### config.mk
export PLATFORM = sky130hd
export DESIGN_NAME = particulate_sensor_frame_parser
export DESIGN_NICKNAME = d
export VERILOG_FILES = /design/src/hdl/psfp_pkg.sv /design/src/hdl/psfp_front.sv /design/src/hdl/psfp_queue.sv /design/src/hdl/psfp_back.sv /design/src/hdl/particulate_sensor_frame_parser.sv
export SDC_FILE = /design/constraint.sdc
export NUM_CORES = 1
export LEC_CHECK = 0
export BUFFER_PORTS_ARGS = -buffer_cell sky130_fd_sc_hd__buf_2
export CAP_MARGIN = 20
export CORE_ASPECT_RATIO = 2
export CORE_MARGIN = 3
export CORE_UTILIZATION = 60
export CTS_CLUSTER_DIAMETER = 40
export DETAILED_ROUTE_END_ITERATION = 10
export GPL_TIMING_DRIVEN = 0
export PLACE_DENSITY = 0.91
export SKIP_LAST_GASP = 1
export SLEW_MARGIN = 20
export SYNTH_ARGS = -nofsm -noshare
export SYNTH_HDL_FRONTEND = slang
export SYNTH_HIERARCHICAL = 1
export SYNTH_SLANG_ARGS = --single-unit
### constraint.sdc
create_clock -name clk -period 6.9 [get_ports clk]
set_clock_uncertainty 0.15 [all_clocks]
set_input_delay 0 -clock clk [delete_from_list [all_inputs] [get_ports clk]]
set_output_delay 0 -clock clk [all_outputs]
set_load 0.02 [all_outputs]
### src/hdl/psfp_pkg.sv
// Package for the particulate sensor frame parser: constants, command type.
`timescale 1ns / 1ps
`default_nettype none
package psfp_pkg;

  localparam int BUF_BYTES = 64;
  localparam int POS_W     = $clog2(BUF_BYTES);
  localparam int TOT_W     = $clog2(BUF_BYTES + 1);

  localparam logic [7:0] HDR_FIRST  = 8'h42;
  localparam logic [7:0] HDR_SECOND = 8'h4D;
  localparam int         LEN_SHIFT  = 8;
  localparam int         MIN_TOTAL  = 4 + 12 + 2;
  localparam int         OFS_PM1    = 4 + 6;
  localparam int         OFS_PM25   = 4 + 8;
  localparam int         OFS_PM10   = 4 + 10;
  localparam int         HDR_LEN    = 4;

  typedef enum logic [2:0] {
    CAP_NONE,
    CAP_PM1_HI,
    CAP_PM1_LO,
    CAP_PM25_HI,
    CAP_PM25_LO,
    CAP_PM10_HI,
    CAP_PM10_LO
  } cap_t;

  // One classified byte as passed from the front to the back.
  typedef struct packed {
    logic       start;
    logic       add;
    logic       chk_hi;
    logic       last;
    logic       long_ok;
    cap_t       cap;
    logic [7:0] data;
  } cmd_t;

endpackage
`default_nettype wire

### src/hdl/psfp_front.sv
// Front of the parser: byte position tracking, length check, byte classification.
`timescale 1ns / 1ps
`default_nettype none
module psfp_front
  import psfp_pkg::*;
(
  input  wire logic       clk,
  input  wire logic       rst,
  input  wire logic       in_valid,
  output logic            in_stall,
  input  wire logic [7:0] rx_byte,
  input  wire logic       q_full,
  output logic            push,
  output cmd_t            cmd
);

  logic [POS_W-1:0] pos, pos_next;
  logic [TOT_W-1:0] total, total_next;
  logic [7:0]       len_hi, len_hi_next;
  logic             emit;
  logic             accept;
  logic [15:0]      len;
  logic [TOT_W:0]   pos_p2;
  logic [TOT_W:0]   tot_x;

  assign in_stall = q_full;
  assign accept   = in_valid && !q_full;
  assign push     = accept && emit;

  always_comb begin
    cmd         = '0;
    cmd.cap     = CAP_NONE;
    cmd.data    = rx_byte;
    emit        = 1'b0;
    pos_next    = pos;
    total_next  = total;
    len_hi_next = len_hi;
    len         = {len_hi, rx_byte};
    pos_p2      = (TOT_W+1)'(pos) + (TOT_W+1)'(2);
    tot_x       = (TOT_W+1)'(total);
    if (pos == POS_W'(0)) begin
      if (rx_byte == HDR_FIRST) begin
        emit      = 1'b1;
        cmd.start = 1'b1;
        pos_next  = POS_W'(1);
      end
    end else if (pos == POS_W'(1)) begin
      // drop back to the hunt without rechecking this byte
      if (rx_byte == HDR_SECOND) begin
        emit     = 1'b1;
        cmd.add  = 1'b1;
        pos_next = POS_W'(2);
      end else begin
        pos_next = '0;
      end
    end else if (pos == POS_W'(2)) begin
      len_hi_next = rx_byte;
      emit        = 1'b1;
      cmd.add     = 1'b1;
      pos_next    = POS_W'(3);
    end else if (pos == POS_W'(3)) begin
      if (len == 16'd0 || len > 16'(BUF_BYTES - HDR_LEN)) begin
        pos_next = '0;
      end else begin
        emit       = 1'b1;
        cmd.add    = 1'b1;
        total_next = TOT_W'(len + 16'(HDR_LEN));
        pos_next   = POS_W'(HDR_LEN);
      end
    end else begin
      emit        = 1'b1;
      cmd.add     = pos_p2 < tot_x;
      cmd.chk_hi  = pos_p2 == tot_x;
      cmd.last    = pos_p2 > tot_x;
      cmd.long_ok = total >= TOT_W'(MIN_TOTAL);
      if (pos == POS_W'(OFS_PM1))        cmd.cap = CAP_PM1_HI;
      else if (pos == POS_W'(OFS_PM1 + 1))  cmd.cap = CAP_PM1_LO;
      else if (pos == POS_W'(OFS_PM25))     cmd.cap = CAP_PM25_HI;
      else if (pos == POS_W'(OFS_PM25 + 1)) cmd.cap = CAP_PM25_LO;
      else if (pos == POS_W'(OFS_PM10))     cmd.cap = CAP_PM10_HI;
      else if (pos == POS_W'(OFS_PM10 + 1)) cmd.cap = CAP_PM10_LO;
      pos_next = cmd.last ? '0 : pos + POS_W'(1);
    end
  end

  always_ff @(posedge clk) begin
    if (rst) begin
      pos    <= '0;
      total  <= '0;
      len_hi <= '0;
    end else if (accept) begin
      pos    <= pos_next;
      total  <= total_next;
      len_hi <= len_hi_next;
    end
  end

endmodule
`default_nettype wire

### src/hdl/psfp_queue.sv
// Two-entry command queue between the front and the back.
`timescale 1ns / 1ps
`default_nettype none
module psfp_queue
  import psfp_pkg::*;
(
  input  wire logic clk,
  input  wire logic rst,
  input  wire logic push,
  input  cmd_t      push_cmd,
  output logic      full,
  output logic      q_valid,
  input  wire logic pop,
  output cmd_t      head
);

  cmd_t       mem [2];
  logic       wr_ptr;
  logic       rd_ptr;
  logic [1:0] count;

  assign full    = count == 2'd2;
  assign q_valid = count != 2'd0;
  assign head    = mem[rd_ptr];

  always_ff @(posedge clk) begin
    if (push) mem[wr_ptr] <= push_cmd;
  end

  always_ff @(posedge clk) begin
    if (rst) begin
      wr_ptr <= 1'b0;
      rd_ptr <= 1'b0;
      count  <= '0;
    end else begin
      if (push) wr_ptr <= !wr_ptr;
      if (pop)  rd_ptr <= !rd_ptr;
      case ({push, pop})
        2'b10:   count <= count + 2'd1;
        2'b01:   count <= count - 2'd1;
        default: count <= count;
      endcase
    end
  end

endmodule
`default_nettype wire

### src/hdl/psfp_back.sv
// Back of the parser: running sum, value capture, checksum test, output register.
`timescale 1ns / 1ps
`default_nettype none
module psfp_back
  import psfp_pkg::*;
(
  input  wire logic   clk,
  input  wire logic   rst,
  input  wire logic   q_valid,
  input  cmd_t        head,
  output logic        pop,
  output logic        out_valid,
  input  wire logic   out_stall,
  output logic [15:0] pm1_value,
  output logic [15:0] pm25_value,
  output logic [15:0] pm10_value
);

  logic [15:0] running_sum;
  logic [7:0]  checksum_high_byte;
  logic [15:0] captured_pm1;
  logic [15:0] captured_pm25;
  logic [15:0] captured_pm10;
  logic [15:0] chk;
  logic        good;

  // hold a final byte while an earlier result still waits
  assign pop  = q_valid && (!head.last || !out_valid || !out_stall);
  assign chk  = {checksum_high_byte, head.data};
  assign good = head.last && head.long_ok && chk == running_sum;

  always_ff @(posedge clk) begin
    if (rst) begin
      running_sum        <= '0;
      checksum_high_byte <= '0;
      captured_pm1       <= '0;
      captured_pm25      <= '0;
      captured_pm10      <= '0;
    end else if (pop) begin
      if (head.start)     running_sum <= 16'(head.data);
      else if (head.add)  running_sum <= running_sum + 16'(head.data);
      if (head.chk_hi)    checksum_high_byte <= head.data;
      case (head.cap)
        CAP_PM1_HI:  captured_pm1  <= 16'(head.data) << LEN_SHIFT;
        CAP_PM1_LO:  captured_pm1  <= captured_pm1 | 16'(head.data);
        CAP_PM25_HI: captured_pm25 <= 16'(head.data) << LEN_SHIFT;
        CAP_PM25_LO: captured_pm25 <= captured_pm25 | 16'(head.data);
        CAP_PM10_HI: captured_pm10 <= 16'(head.data) << LEN_SHIFT;
        CAP_PM10_LO: captured_pm10 <= captured_pm10 | 16'(head.data);
        default:     ;
      endcase
    end
  end

  always_ff @(posedge clk) begin
    if (rst) begin
      out_valid <= 1'b0;
    end else if (pop && good) begin
      out_valid <= 1'b1;
    end else if (!out_stall) begin
      out_valid <= 1'b0;
    end
  end

  always_ff @(posedge clk) begin
    if (pop && good) begin
      pm1_value  <= captured_pm1;
      pm25_value <= captured_pm25;
      pm10_value <= captured_pm10;
    end
  end

endmodule
`default_nettype wire

### src/hdl/particulate_sensor_frame_parser.sv
// Result path: a frame's last byte goes via the queue to the output register.
// Throughput: one byte per cycle unless out_stall holds a result; the front takes
// a byte whenever the two-entry queue has room, the back drains one entry per cycle.
// Reset: synchronous, active high; clears the parser to header hunt, empties the
// queue and the output register, zeroes the running sum and captured values.
// Top level of the particulate sensor frame parser.
`timescale 1ns / 1ps
`default_nettype none
module particulate_sensor_frame_parser
  import psfp_pkg::*;
(
  input  wire logic       clk,
  input  wire logic       rst,
  input  wire logic       in_valid,
  output logic            in_stall,
  input  wire logic [7:0] rx_byte,
  output logic            out_valid,
  input  wire logic       out_stall,
  output logic [15:0]     pm1_value,
  output logic [15:0]     pm25_value,
  output logic [15:0]     pm10_value
);

  logic push;
  cmd_t push_cmd;
  logic q_full;
  logic q_valid;
  logic pop;
  cmd_t head;

  psfp_front u_front (
    .clk      (clk),
    .rst      (rst),
    .in_valid (in_valid),
    .in_stall (in_stall),
    .rx_byte  (rx_byte),
    .q_full   (q_full),
    .push     (push),
    .cmd      (push_cmd)
  );

  psfp_queue u_queue (
    .clk      (clk),
    .rst      (rst),
    .push     (push),
    .push_cmd (push_cmd),
    .full     (q_full),
    .q_valid  (q_valid),
    .pop      (pop),
    .head     (head)
  );

  psfp_back u_back (
    .clk        (clk),
    .rst        (rst),
    .q_valid    (q_valid),
    .head       (head),
    .pop        (pop),
    .out_valid  (out_valid),
    .out_stall  (out_stall),
    .pm1_value  (pm1_value),
    .pm25_value (pm25_value),
    .pm10_value (pm10_value)
  );

endmodule
`default_nettype wire
# --- Yosys cells after proc, flatten, opt, wreduce, memory -nomap -nowiden ---
# Memory sizes are Yosys's and may differ from the RTL's. A register that Yosys moved wholly into a read port is not among the register bits.
# Cells that the tools add are included.
word_totals:
  register_bits: 146
  ramBits: 32
  inputBits: 12
  word_cells: 129
  mem_count: 1
op_classes:
  addsub: 6
  n_lt_le_gt_ge: 4
  eq_ne: 24
  mux: 41
  bitwise: 7
  n_reduce_logical: 31
mem_list:
  columns: ["memory", "words", "width", "rd", "rd_clocked_by_memory_dff", "write_ports", "line_no", "source"]
  rows:
  - ["u_queue.mem", 2, 16, 1, 1, 1, "psfp_queue.sv:17", "cmd_t mem [2];"]
op_table:
  columns: ["operator", "count"]
  rows:
  - ["$pmux 16 s2", 3]
  - ["$mux 6", 9]
  - ["$or 16x8->16", 3]
  - ["$eq 6x4->1 const B", 6]
  - ["$mux 16", 2]
  - ["$mux 3", 7]
  - ["$mux 1", 17]
  - ["$add 16x8->16", 1]
  - ["$eq 16x16->1", 1]
  - ["$eq 8x7->1 const B", 2]
  - ["$gt 16x6->1 const B", 1]
  - ["$logic_not 16->1", 1]
  - ["$eq 6x2->1 const B", 2]
  - ["$reduce_and 2->1", 6]
  - ["$reduce_bool 2->1", 6]
  - ["$eq 3x3->1 const B", 3]
  - ["$eq 8x7->1", 1]
  - ["$gt 8x7->1", 1]
  - ["$lt 8x7->1", 1]
  - ["$add 6x2->7 const B", 1]
  - ["$add 7x3->7 const B", 1]
  - ["$ge 7x5->1 const B", 1]
  - ["$mux 7", 1]
  - ["$add 6x1->6 const B", 1]
  - ["other kinds (18)", 35]

# --- Logic depth before layout (Yosys ltp) ---
# Gate-level depths: netlist of run 1.
depth:
  word_depth: 11
  mapped_depth: 11
  ltp_nobuf: 11

# --- Modules after synthesis ---
# Netlist of run 1, hierarchy kept.
by_module_without_submodules:
  columns: ["mod", "instances", "cells_per_inst", "area_each_um2"]
  rows:
  - ["psfp_back", 1, 413, 4777.1]
  - ["psfp_front", 1, 204, 1626.6]
  - ["psfp_queue", 1, 72, 1358.8]

# --- Worst setup path after synthesis of run 1 ---
# Ideal clock, no wire load.
synth_timing:
  path_type: "reg2reg"
  from: "register (tool-made name)"
  to: "register u_back.pm10_value[0] (enable)"
  setup_time_ps: 402
  t_arrival_ps: 2916
  t_required_ps: 6348
  setup_slack_ps: 3431
  path_stages_with_launch: 9
  n_path_buf: 2
  synth_period_minus_slack_ps: 3469
  cell_sequence: "dfxtp_1 > buf_2 > buf_2 > mux2_2 > ha_1 > nor4b_1 > and4_1 > nand4_1 > inv_1"
synth_lines:
  columns: ["item", "line_no", "source"]
  rows:
  - ["end signal, assigned", "psfp_back.sv:69", "pm10_value <= captured_pm10;"]
  - ["end, declared", "psfp_back.sv:16", "output logic [15:0] pm10_value"]

==> impl_metrics.json, run 1 <==
{
  "status": "finished, final reports clean",
  "drtAntennaViolNets": 0,
  "placed_area_mm2": 0.00829,
  "fin_crit_ns": 3.48,
  "vias": 5767,
  "drive_gt1_frac": 0.193,
  "irDropWorstVdd_mv": 0.262,
  "fin_setup_tns_ns": 0,
  "final_common_cell": "dfxtp_1",
  "ys.flop_type": "dfxtp_1",
  "grt_pass1_vias": 5883,
  "synth_top_cell_by_area": "edfxtp_1",
  "cts_tree": "done",
  "wl_per_cell_um": 19.6,
  "holdWs_ns": 0.280,
  "crit_path_end_kind": "flop",
  "ys_types": 71,
  "crit_chain": "buf_2, buf_2, mux2_2, ha_1, nor4b_1, and4_1, nand4_1, inv_2, buf_16",
  "start_kind": "flop",
  "setup_viol": 0,
  "path_clk_slew_ns": 0.07,
  "timing.final.crit_share": 0.505,
  "num_antenna_cells": 0,
  "tightest_slew_ns": 0.796,
  "grt_setup_unrepaired": "false",
  "cts_buffer_depth": 2,
  "drv_slew": 0,
  "cp.required_ns": 6.88,
  "place_hpwl_mm": 13.5,
  "grt-ovfl-total": 0,
  "nets": 817,
  "path_max_fanout": 26,
  "hold_violations": 0,
  "ys_warn_count": 6,
  "core_area_mm2": 0.0126,
  "die_h_um": 167,
  "die-width_um": 86.4,
  "gp_congestion": 0.928,
  "max_stage_delay_ns": 0.43,
  "h-tree-depth": 4,
  "cpMostUsedCell": "buf_2",
  "grt_pass1_wl_mm": 29.3,
  "yosys-top-cells-area": "edfxtp_1 31%, dfxtp_1 26%, mux2i_1 5.5%",
  "preCtsSetupSlack_ns": 3.45,
  "synth.top_cell.area_share": 0.309,
  "ys_seq_area_frac": 0.565,
  "hold_buffers": 11,
  "drtPass1Iterations": 5,
  "syn_inst": 689,
  "worst-setup-path-type": "flop to flop",
  "clk-insertion-delay-late_ns": 0.43,
  "power.density_mw_per_mm2": 299,
  "final_cell_mix": "99 x dfxtp_1, 97 x nor2_1, 80 x edfxtp_1",
  "power_mw": 2.69,
  "post_cts_buffers": 0,
  "routed_wl_mm": 18.5,
  "placementRows": 58,
  "drtIter0Drc": 368,
  "ioPinCount": 62,
  "synth_edf_count": 80,
  "cp_slowest_cell": "inv_2",
  "antenna_found_initial": 0,
  "vias_per_cell": 6.11,
  "drc": 0,
  "setup_ws_ns": 3.42,
  "io_buffers": 61,
  "cts_resized": 0,
  "grt_max_degree": 27,
  "cts_sinks": 179,
  "fin_util": 0.712,
  "netlist_area_mm2": 0.00776,
  "dp_cells": 901,
  "syn_nets": 725,
  "dieArea_mm2": 0.0144,
  "slew_headroom": 0.467,
  "cts_buffers": 17,
  "p_leak_nw": 3.52,
  "grtUsageTotal": 0.265,
  "area_growth_pct": 15.8,
  "hold_class": "flop to flop",
  "ys_ff_latch": 179,
  "instances_no_fill": 944,
  "fin_area_mm2": 0.00899,
  "cp.arrival_ns": 3.46,
  "start_util": 0.615,
  "root_buffer": "clkbuf_16",
  "max_freq_mhz": 287,
  "avgSynthCellArea_um2": 11.3,
  "synthArstFlopShare": 0,
  "cap_violations": 0
}
## where the power goes
| group | leakage, nW | switching, mW | internal (mW) |
|---|---|---|---|
| clock network | 0.283 | 0.446 | 0.516 |
| logic | 1.75 | 0.337 | 0.206 |
| registers | 1.49 | 0.0310 | 1.15 |
| total | 3.52 | 0.814 | 1.87 |
## registers in the layout, indices dropped and copies added, names as in the netlist, 6 cells and up, named ones only
register and count:
u_back/pm1_value 16, u_front/total 7, u_back/captured_pm10 16, u_back/captured_pm25 16
u_queue/mem 32, u_front/len_hi 8, u_back/running_sum 16, u_back/checksum_high_byte 8
u_front/pos 6, u_back/pm10_value 16, u_back/captured_pm1 16, u_back/pm25_value 16
## kinds of logic (layout without fill, tap and decap cells)
family | after synthesis | after routing | share of synthesized area
xor gates and xnor gates | 22 | 22 | 0.0248
buffers and inverters | 63 | 168 | 0.0369
AOI/OAI and AO/OA | 126 | 126 | 0.110
and+or+nand+nor | 216 | 216 | 0.145
muxes | 59 | 59 | 0.0787
DFF | 179 | 179 | 0.565
adders and majority gates | 24 | 24 | 0.0397
## layout make-up
| cell class | count | area [µm²] |
|---|---|---|
| plain buffers | 45 | 219 |
| clock buffers | 18 | 429 |
| clock inverters | 14 | 164 |
| fillers | 889 | 3640 |
| inverters | 18 | 67.6 |
| multi-input cells | 447 | 3090 |
| flip-flops and latches | 179 | 4380 |
| well taps | 150 | 188 |
| repair buffers | 73 | 443 |
## final timing paths
| kind | slack, ns | depth (start not counted) | endpoint | start |
|---|---|---|---|---|
| min reg2reg | 0.28 | 0 | u_back/pm10_value[8] | u_back/captured_pm10[8] |
| min | 0.28 | 0 | u_back/pm10_value[8] | u_back/captured_pm10[8] |
| max | 3.42 | 9 | u_back/pm25_value[4] | flop |
| max reg2reg | 3.42 | 9 | u_back/pm25_value[4] | flop |
## Yosys cell counts, types with 13 or more instances
library cell   n
o21ai_0       13
nand2_1       22
a21oi_1       51
dfxtp_1       99
inv_1         18
ha_1          23
clkbuf_1      25
edfxtp_1      80
nand3_1       19
mux2i_1       43
nor2_1        98
mux2_2        16
## worst max-delay path, delay by kind of cell (launching register included)
kind | cells | cell delay (ns)
mux | 1 | 0.38
fa+ha+maj | 1 | 0.42
flops | 1 | 0.31
buf+inv | 4 | 1.13
simple gates | 3 | 0.77
## metal layers
metal | GRT usage | vias to the layer above | wire, µm
met1 | 0.254 | 2797 | 6170
met3 | 0.0490 | 79 | 774
li1 | - | 2672 | -
met5 | 0 | - | 0
met4 | 0.180 | 0 | 1140
met2 | 0.487 | 219 | 10400
Power figures use the tool's default switching activity.
==> inputs of run 2 (changes only) <==
CORE_UTILIZATION = 54   (was 60)
PLACE_DENSITY = 0.87   (was 0.91)
clock period = 3.1 ns   (was 6.9 ns; I/O delays follow)
==> impl_metrics.json, run 2 (synthesis results as in run 1) <==
{
  "status": "finished, final reports clean",
  "drtPass1Iterations": 6,
  "fin_crit_ns": 3.04,
  "wl_per_cell_um": 18.1,
  "p_seq_frac": 0.436,
  "p_switching_mw": 1.82,
  "grt_pass1_wl_mm": 28.1,
  "dieArea_mm2": 0.0159,
  "crit_path_end_kind": "flop",
  "slew_headroom": 0.461,
  "io_buffers": 61,
  "max_freq_mhz": 329,
  "cp.arrival_ns": 3.04,
  "clk-insertion-delay-late_ns": 0.43,
  "p_clk_frac": 0.358,
  "setup_viol": 0,
  "internal-power_mw": 4.20,
  "cp.required_ns": 3.09,
  "placementRows": 61,
  "fin_util": 0.656,
  "place_hpwl_mm": 12.3,
  "h-tree-depth": 4,
  "ioPinCount": 62,
  "regMostFlops": "u_queue/mem",
  "tightest_slew_ns": 0.805,
  "preCtsSetupSlack_ns": -0.515,
  "highest_layer": "met4",
  "final_common_cell": "dfxtp_1",
  "instances_no_fill": 992,
  "num_antenna_cells": 0,
  "dp_cells": 939,
  "die_h_um": 176,
  "path_max_fanout": 10,
  "hold_class": "input pin to flop",
  "timing.final.crit_share": 0.982,
  "antenna_found_initial": 0,
  "routed-wl-met3_um": 677,
  "cts_sinks": 179,
  "grt_max_degree": 20,
  "drive_gt1_frac": 0.215,
  "drtAntennaViolNets": 0,
  "final_cell_mix": "98 x dfxtp_1, 97 x nor2_1, 80 x edfxtp_1",
  "setup_ws_ns": 0.0561,
  "cap_violations": 0,
  "switching_share": 0.303,
  "wl_met2_mm": 10.0,
  "vias": 5758,
  "power_frac_comb": 0.207,
  "grt_pass1_vias": 5722,
  "drc": 0,
  "start_util": 0.556,
  "routed_wl_mm": 17.9,
  "p_leak_nw": 3.55,
  "cts_buffer_depth": 2,
  "area_growth_pct": 18.0,
  "worst-setup-path-type": "flop to flop",
  "grt-ovfl-total": 0,
  "cts_tree": "done",
  "root_buffer": "clkbuf_16",
  "grtUsageTotal": 0.228,
  "vias_per_cell": 5.80,
  "start_kind": "flop",
  "nets": 826,
  "cts_buffers": 17,
  "met1Wirelength_mm": 5.98,
  "core_area_mm2": 0.0140,
  "irDropWorstVdd_mv": 0.454,
  "gp_congestion": 0.936,
  "largest_reg_flops": 32,
  "fin_setup_tns_ns": 0,
  "die-width_um": 90.8,
  "drv_slew": 0,
  "path_clk_slew_ns": 0.07,
  "hold_violations": 0,
  "power.density_mw_per_mm2": 657,
  "holdWs_ns": 0.267,
  "fill_cells": 1053,
  "drtIter0Drc": 394
}
## run 2: path summary, 6_finish.rpt
kind / start / to / slack [ns] / depth (start not counted)
hold / removal: rx_byte[7] / u_front/len_hi[7] / 0.27 / 4
setup reg to reg: flop / u_back/pm1_value[2] / 0.06 / 10
setup / recovery: flop / u_back/pm1_value[2] / 0.06 / 10
hold reg to reg: u_back/captured_pm1[2] / u_back/pm1_value[2] / 0.28 / 0
## run 2: what timing repair did
action,4_1_cts,5_1_grt
hold buffers,11,0
endpoints found under the setup margin,54,68
resized for setup,5,12
cloned,3,0
hold endpoints to repair,43,0
pin swaps,2,1
buffers inserted,7,0
## run 2: layer usage
layer / up-vias / GRT usage
li1: 2698 / -
met1: 2777 / 0.200
met2: 200 / 0.451
met3: 83 / 0.0441
met4: 0 / 0.150
met5: - / 0
## run 2: power by group through the flow
stage | registers, mW | clock network (mW) | logic (mW)
2_1_floorplan | 2.65 | 0 | 0.869
3_3_place_gp | 2.66 | 0 | 1.12
3_5_place_dp | 2.67 | 0 | 1.16
4_1_cts | 2.62 | 2.18 | 1.19
5_1_grt | 2.63 | 2.26 | 1.34
6_report | 2.62 | 2.15 | 1.24
## run 2: critical path: stages (launching register included)
cell and delay (ns):
dfxtp_1 0.31, clkbuf_4 0.19, buf_6 0.17, mux2_2 0.38
ha_2 0.34, nor4b_1 0.31, and4_2 0.34, nand4_1 0.10
buf_4 0.21, clkinvlp_4 0.08, buf_4 0.17
## run 2: cell type report
cell class / count / area, µm² / area share
inverters: 18 / 71.3 / 0.00779
repair buffers: 79 / 480 / 0.0525
repair inverters: 3 / 22.5 / 0.00246
plain buffers: 45 / 228 / 0.0249
clock buffers: 17 / 425 / 0.0464
clock inverters: 15 / 181 / 0.0198
flip-flops and latches: 179 / 4390 / 0.479
multi-input cells: 447 / 3130 / 0.342
well taps: 189 / 236 / 0.0258
## run 2: through the flow
stage | instance area (µm²) | power [mW]
final | 9160 | 6.02
after global routing | 9160 | 6.24
after CTS | 9120 | 5.99
after detailed placement | 8310 | 3.83
after global placement | 8310 | 3.78
after floorplan | 7770 | 3.52
